==> src/sv/bmm_pkg.sv <==
// ----------------------------------------------------------------------------
// bmm_pkg
// Types and codes for the banked memory mapper.
// ----------------------------------------------------------------------------
package bmm_pkg;

    localparam logic [1:0] MODE_FLAT   = 2'd0;
    localparam logic [1:0] MODE_BANKED = 2'd1;
    localparam logic [1:0] MODE_MMU    = 2'd2;

    localparam logic [1:0] CFG_MAP_MODE      = 2'd0;
    localparam logic [1:0] CFG_DISK_PRESENT  = 2'd1;
    localparam logic [1:0] CFG_VIDEO_PRESENT = 2'd2;

    localparam logic [7:0] IO_PAGE = 8'hFE;

    typedef enum logic [2:0] {
        DEV_NONE   = 3'd0,
        DEV_DISK   = 3'd1,
        DEV_VIDEO  = 3'd2,
        DEV_SERIAL = 3'd3,
        DEV_MAPPER = 3'd4
    } io_dev_t;

    typedef struct packed {
        logic       video_present;
        logic       disk_present;
        logic [1:0] map_mode;
    } map_cfg_t;

    typedef struct packed {
        logic [3:0][5:0] bank_regs;
        logic            bank_on;
        logic [7:0]      mmu_byte;
    } map_state_t;

    localparam map_state_t STATE_RESET = '{
        bank_regs: {6'd33, 6'd32, 6'd1, 6'd0},
        bank_on:   1'b1,
        mmu_byte:  8'd0
    };

    // packed lowest field last: kind in bit 0
    typedef struct packed {
        logic [7:0]  write_data;
        logic [15:0] address;
        logic        kind;
    } bus_req_t;

    typedef struct packed {
        logic [3:0]  io_offset;
        io_dev_t     io_device;
        logic        mem_write;
        logic        mem_select;
        logic [19:0] phys_address;
    } map_result_t;

endpackage

==> src/sv/bmm_xlate.sv <==
// ----------------------------------------------------------------------------
// bmm_xlate
// Port decode, mapper register update and address translation for one request.
// ----------------------------------------------------------------------------
module bmm_xlate (
    input  bmm_pkg::map_cfg_t    cfg,
    input  bmm_pkg::map_state_t  state,
    input  bmm_pkg::bus_req_t    req,
    output bmm_pkg::map_state_t  state_next,
    output bmm_pkg::map_result_t result
);

    logic [7:0]          port;
    logic                io_page;
    logic                wr;
    bmm_pkg::map_state_t st;
    bmm_pkg::io_dev_t    dev;
    logic [3:0]          off;
    logic [7:0]          mmu_sh;
    logic [3:0]          page;
    logic [5:0]          bank;
    logic [19:0]         phys;
    logic                storable;
    logic                sel;

    // port decode; mapper writes update the state before translation
    always_comb
    begin
        port    = req.address[7:0];
        io_page = (req.address[15:8] == bmm_pkg::IO_PAGE);
        wr      = req.kind;
        st      = state;
        dev     = bmm_pkg::DEV_NONE;
        off     = 4'd0;
        if (io_page)
        begin
            if (wr && port == 8'hFF && cfg.map_mode == bmm_pkg::MODE_MMU)
            begin
                st.mmu_byte = req.write_data;
                dev         = bmm_pkg::DEV_MAPPER;
                off         = port[3:0];
            end
            else if (cfg.disk_present && port[7:3] == 5'b00010)
            begin
                dev = bmm_pkg::DEV_DISK;
                off = {1'b0, port[2:0]};
            end
            else if (wr && cfg.map_mode == bmm_pkg::MODE_BANKED && port[7:2] == 6'b011110)
            begin
                st.bank_regs[port[1:0]] = req.write_data[5:0];
                dev                     = bmm_pkg::DEV_MAPPER;
                off                     = port[3:0];
            end
            else if (wr && cfg.map_mode == bmm_pkg::MODE_BANKED && port[7:2] == 6'b011111)
            begin
                st.bank_on = req.write_data[0];
                dev        = bmm_pkg::DEV_MAPPER;
                off        = port[3:0];
            end
            else if (cfg.video_present && port[7:1] == 7'b1001100)
            begin
                dev = bmm_pkg::DEV_VIDEO;
                off = {3'b000, port[0]};
            end
            else if (port[7:4] == 4'hC)
            begin
                dev = bmm_pkg::DEV_SERIAL;
                off = port[3:0];
            end
        end
    end

    // translation against the updated state
    always_comb
    begin
        mmu_sh   = (req.address < 16'hE000) ? {1'b0, st.mmu_byte[7:1]} : st.mmu_byte;
        page     = {mmu_sh[0], mmu_sh[2], mmu_sh[4], mmu_sh[6]};
        bank     = st.bank_regs[req.address[15:14]];
        phys     = {4'd0, req.address};
        storable = 1'b0;
        case (cfg.map_mode)
            bmm_pkg::MODE_MMU:
            begin
                phys     = {page, req.address};
                storable = page[3];
            end
            bmm_pkg::MODE_BANKED:
            begin
                if (st.bank_on)
                begin
                    phys     = {bank, req.address[13:0]};
                    storable = bank[5];
                end
            end
            default:
            begin
                // flat, and the undefined mode: ROM below 8K
                storable = |req.address[15:13];
            end
        endcase
    end

    assign sel        = !(io_page && !wr);
    assign state_next = st;

    assign result.phys_address = sel ? phys : 20'd0;
    assign result.mem_select   = sel;
    assign result.mem_write    = sel && wr && storable;
    assign result.io_device    = dev;
    assign result.io_offset    = off;

endmodule

==> src/sv/banked_memory_mapper_core.sv <==
// ----------------------------------------------------------------------------
// banked_memory_mapper_core
// CPU bus access mapper: logical to physical address, store and I/O select.
// ----------------------------------------------------------------------------
// Takes one bus request per clock unless the output stalls, and returns
// one result per request, which passes the request register and then the
// result register. Decode and translation sit between those two registers.
// A write to a mapper port updates the bank or MMU registers as it leaves the
// request register, so the very next request already sees the new mapping.
// Configuration writes (map_mode, disk_present, video_present) are meant to
// land while no request is in flight.
module banked_memory_mapper_core (
    input  logic        clk,
    input  logic        rst_n,
    input  logic        s_tvalid,
    output logic        s_tready,
    input  logic [23:0] s_tdata,    // address[15:0], write_data[23:16]
    input  logic        s_tuser,    // kind[0]
    output logic        m_tvalid,
    input  logic        m_tready,
    output logic [31:0] m_tdata,    // phys_address[19:0], mem_select[20],
                                    // mem_write[21], io_device[24:22],
                                    // io_offset[28:25]
    input  logic        cfg_wr_en,
    input  logic [1:0]  cfg_index,
    input  logic [1:0]  cfg_data
);

    logic                  req_valid_reg;
    bmm_pkg::bus_req_t     req_reg;
    logic                  out_valid_reg;
    bmm_pkg::map_result_t  out_reg;
    bmm_pkg::map_state_t   state_reg;
    bmm_pkg::map_state_t   state_next;
    bmm_pkg::map_cfg_t     cfg_reg;
    bmm_pkg::map_result_t  result;
    logic                  advance;

    assign advance  = !out_valid_reg || m_tready;
    assign s_tready = !req_valid_reg || advance;
    assign m_tvalid = out_valid_reg;
    assign m_tdata  = {3'b000, out_reg};

    bmm_xlate u_xlate (
        .cfg        (cfg_reg),
        .state      (state_reg),
        .req        (req_reg),
        .state_next (state_next),
        .result     (result)
    );

    always_ff @(posedge clk or negedge rst_n)
    begin
        if (!rst_n)
        begin
            req_valid_reg <= 1'b0;
            out_valid_reg <= 1'b0;
            state_reg     <= bmm_pkg::STATE_RESET;
        end
        else
        begin
            if (s_tready)
                req_valid_reg <= s_tvalid;
            if (advance)
                out_valid_reg <= req_valid_reg;
            if (advance && req_valid_reg)
                state_reg <= state_next;
        end
    end

    always_ff @(posedge clk)
    begin
        if (s_tready && s_tvalid)
            req_reg <= bmm_pkg::bus_req_t'({s_tdata, s_tuser});
        if (advance && req_valid_reg)
            out_reg <= result;
    end

    always_ff @(posedge clk or negedge rst_n)
    begin
        if (!rst_n)
        begin
            cfg_reg <= '0;
        end
        else if (cfg_wr_en)
        begin
            case (cfg_index)
                bmm_pkg::CFG_MAP_MODE:      cfg_reg.map_mode      <= cfg_data;
                bmm_pkg::CFG_DISK_PRESENT:  cfg_reg.disk_present  <= cfg_data[0];
                bmm_pkg::CFG_VIDEO_PRESENT: cfg_reg.video_present <= cfg_data[0];
                default:                    cfg_reg               <= cfg_reg;
            endcase
        end
    end

endmodule

==> config.mk <==
export PLATFORM = sky130hd
export DESIGN_NAME = banked_memory_mapper_core
export DESIGN_NICKNAME = d
export VERILOG_FILES = /design/src/sv/bmm_pkg.sv /design/src/sv/bmm_xlate.sv /design/src/sv/banked_memory_mapper_core.sv
export SDC_FILE = /design/constraint.sdc
export NUM_CORES = 1
export LEC_CHECK = 0
export BUFFER_PORTS_ARGS = -buffer_cell sky130_fd_sc_hd__buf_2
export CAP_MARGIN = 20
export CORE_UTILIZATION = 50
export DETAILED_ROUTE_END_ITERATION = 6
export PLACE_DENSITY = 0.75
export SYNTH_ARGS = -nofsm -noshare
export SYNTH_HDL_FRONTEND = slang
export SYNTH_SLANG_ARGS = --single-unit
==> constraint.sdc <==
create_clock -name clk -period 2.34 [get_ports clk]
set_input_delay 0.351 -clock clk [delete_from_list [all_inputs] [get_ports clk]]
set_output_delay 0.351 -clock clk [all_outputs]
set_load 0.02 [all_outputs]
==> results.tsv <==
stage	metric	value	unit
outcome	outcome	finished clean	
cts	H-tree depth	3	
detailed_routing	Post-Route WL	7940	um
grt	gr usage total	19.8	%
grt	grt ovf	0	
yosys	ys flop type	edfxtp_1	
detailed_routing	Starting DRT DRC Count	168	
cts	Sink Count	93	
yosys	Synth Warn #	0	
yosys	Post-synth EDFFs	54	
finish	area of the multi-input gates	1450	sq um
timing	Worst slew margin	41.3	%
pwr	Reg power frac	57.7	%
cts	Hold-fix buffers, CTS	0	
detailed_routing	WL/cell	16.1	um
finish	most frequent cells in the layout	64 x buf_2, 54 x edfxtp_1, 39 x mux2_2	
pwr	switching power	0.000843	W
floorplan	Die W	92.8	um
timing	RSZ-0062 raised after global routing	no	
worst_setup_path	Crit path required time	2440	ps
finish	register area	2600	sq um
pwr	Clk network pwr share	31.7	%
pwr	switching share of total power	25.8	%
cts	clock root cell	clkbuf_8	
pwr	Comb power frac	10.6	%
yosys	post-synthesis cell count	298	
timing	Final Critical Period	2200	ps
detailed_routing	drt via density	5.45	
timing	fin crit share	94.1	%
worst_setup_path	Setup crit end kind	register	
detailed_routing	Residual DRC	0	
grt	vias in the first global route	2661	
floorplan	die area	8600	sq um
timing	Worst Skew	10.5	ps
cts	clock-pin slew on the worst setup and hold paths	90	ps
floorplan	Initial Util	52.5	%
run	max_cap viols	0	
floorplan	I/O pin cnt	68	
grt	largest net degree at the start of global routing	40	
cts	CTS tree	done	
finish	commonest non-fill, non-tap cell in the layout	buf_2	
timing	endpoints failing setup	0	
detailed_routing	vias	2686	
timing	Peak Freq	454	MHz
finish	max FFs per register	33	
timing	Final Hold Fails	0	
yosys	Cell variety after synth	52	
cts	Resized Gates After CTS	0	
finish	nets@finish	422	
yosys	post-synthesis average cell area	13.8	sq um
worst_setup_path	Crit path arrival time	2300	ps
finish	Layout Cells excl Fill	493	
placement	GP Congestion	0.873	
cts	postcts setup bufs	0	
detailed_routing	remaining antenna violation count	0	
finish	layout cells sized above 1	38.9	%
finish	ANT cells	0	
hold_path	worst hold path class	input port to async pin	
timing	Slew Limit Fails	0	
placement	DP Wirelength	5920	um
finish	Core Util, Final	62.1	%
yosys	Post-Synth Simple-Gate Area	14.5	%
floorplan	cell row count	32	
worst_setup_path	critical path peak fanout	4	
pwr	worst vdd ir	0.369	mV
grt	global-route wire length before repair	12900	um
cts	clk buf depth	2	
finish	Layout area overhead	18.4	%
cts	Clock Latency Late Sink	350	ps
grt	initial antenna violation count	0	
floorplan	Core Area	7850	sq um
pwr	cell-internal power	0.00243	W
worst_setup_path	Startpoint Class	register	
floorplan	Die Y-Extent	92.8	um
yosys	XOR/XNOR Fraction of Synth Area	0	%
yosys	post-synthesis async set-or-reset flop share	41.9	%
yosys	sequential element share of the synthesized area	63.2	%
finish	# fillers	624	
placement	PortBufs	64	
timing	Final WS setup	139	ps
detailed_routing	count of TritonRoute iterations in the first routing pass	4	
placement	pre-CTS setup slack	112	ps
pwr	Power Density	671	nW/um^2
timing	Final TNS setup	0	ps
yosys	proportion of synthesized area in mux cells	12.8	%
yosys	Synth Register Bits	93	
cts	cts bufs inserted	9	
timing	Worst-Margin Slew	880	ps
yosys	dominant combinational cell family by area after synthesis	simple AND/OR/NAND/NOR gates	
yosys	post-synthesis compound-gate area fraction	6.68	%
yosys	synthesized cell area	4120	sq um
worst_setup_path	Worst Setup Path Type	register to register	
yosys	adder-cell share of the synthesized area	0.608	%
placement	placed cell count	477	
pwr	Pleak	2.13	nW
-- cell type report --
cell class,instances,share of cell area [%]
multi-input combinational,189,29.7
timing repair buffer,84,9.65
inverter,9,0.693
sequential,93,53.4
clock buffer,11,3.13
tap,102,2.62
clock inverter,5,0.847
-- per-layer routing --
metal | global-route usage [%] | share of wire, % | up-vias
li1 | - | - | 1293
met1 | 27.1 | 45 | 1289
met2 | 31.0 | 47 | 91
met3 | 3.61 | 6.0 | 13
met4 | 8.72 | 2.0 | 0
met5 | 0 | 0 | -
-- worst max-delay path: stages, from the launching register on --
cell       delay [ps]
dfrtp_1           390
inv_1              80
ha_1              170
nand3b_1          150
nor3_4            190
nand4_2           170
mux2_2            310
a2111oi_2         410
a2111oi_2          80
-- synthesized netlist by cell type (6+ instances only) --
| cell type | number | area [sq um] |
|---|---|---|
| a21oi_1 | 6 | 30.0 |
| and2_1 | 15 | 93.8 |
| dfrtp_1 | 34 | 851 |
| edfxtp_1 | 54 | 1620 |
| inv_1 | 9 | 33.8 |
| mux2_2 | 39 | 439 |
| mux2i_1 | 9 | 90.1 |
| nand2_1 | 19 | 71.3 |
| nand2b_1 | 6 | 37.5 |
| nand3b_1 | 6 | 45.0 |
| nor2_1 | 10 | 37.5 |
| o21ai_0 | 11 | 55.1 |
-- cell families (layout without fill, tap and decap cells) --
kind of cell	Yosys count	in the layout
muxes	48	48
buffers and inverters	18	109
adders and majority gates	2	2
AOI/OAI and AO/OA	40	40
DFF	93	93
and+or+nand+nor	96	96
other	1	3
-- power by group through the flow --
stage / registers, W / clock network, W / logic (W)
final: 0.00189 / 0.00104 / 0.000348
after global routing: 0.00190 / 0.00112 / 0.000380
after CTS: 0.00189 / 0.00106 / 0.000347
after detailed placement: 0.00192 / 0 / 0.000346
after global placement: 0.00192 / 0 / 0.000339
after floorplan: 0.00196 / 0 / 0.000151
-- final timing paths --
kind	from	to	slack, ps	cells after the start
min	rst_n	state_reg[30]$_DFFE_PN0P_	110	1
max reg2reg	cfg_reg[1]$_DFFE_PN0P_	m_tdata[15]$_SDFFCE_PP0P_	140	8
max in group asynchronous	rst_n	state_reg[9]$_DFFE_PN0P_	1680	1
max	cfg_reg[1]$_DFFE_PN0P_	m_tdata[15]$_SDFFCE_PP0P_	140	8
min reg2reg	req_reg[24]$_DFFE_PP_	state_reg[7]$_DFFE_PN0P_	480	1
min in group clk	s_tdata[20]	req_reg[21]$_DFFE_PP_	160	1
-- metrics by stage --
stage,hold WS (ps),cell area (sq um),total power (W)
after floorplan,55.4,4130,0.00211
after global placement,463,4670,0.00226
after detailed placement,467,4670,0.00227
after CTS,130,4870,0.00330
after global routing,150,4880,0.00339
final,113,4880,0.00327
(Power assumes the default switching activity.)
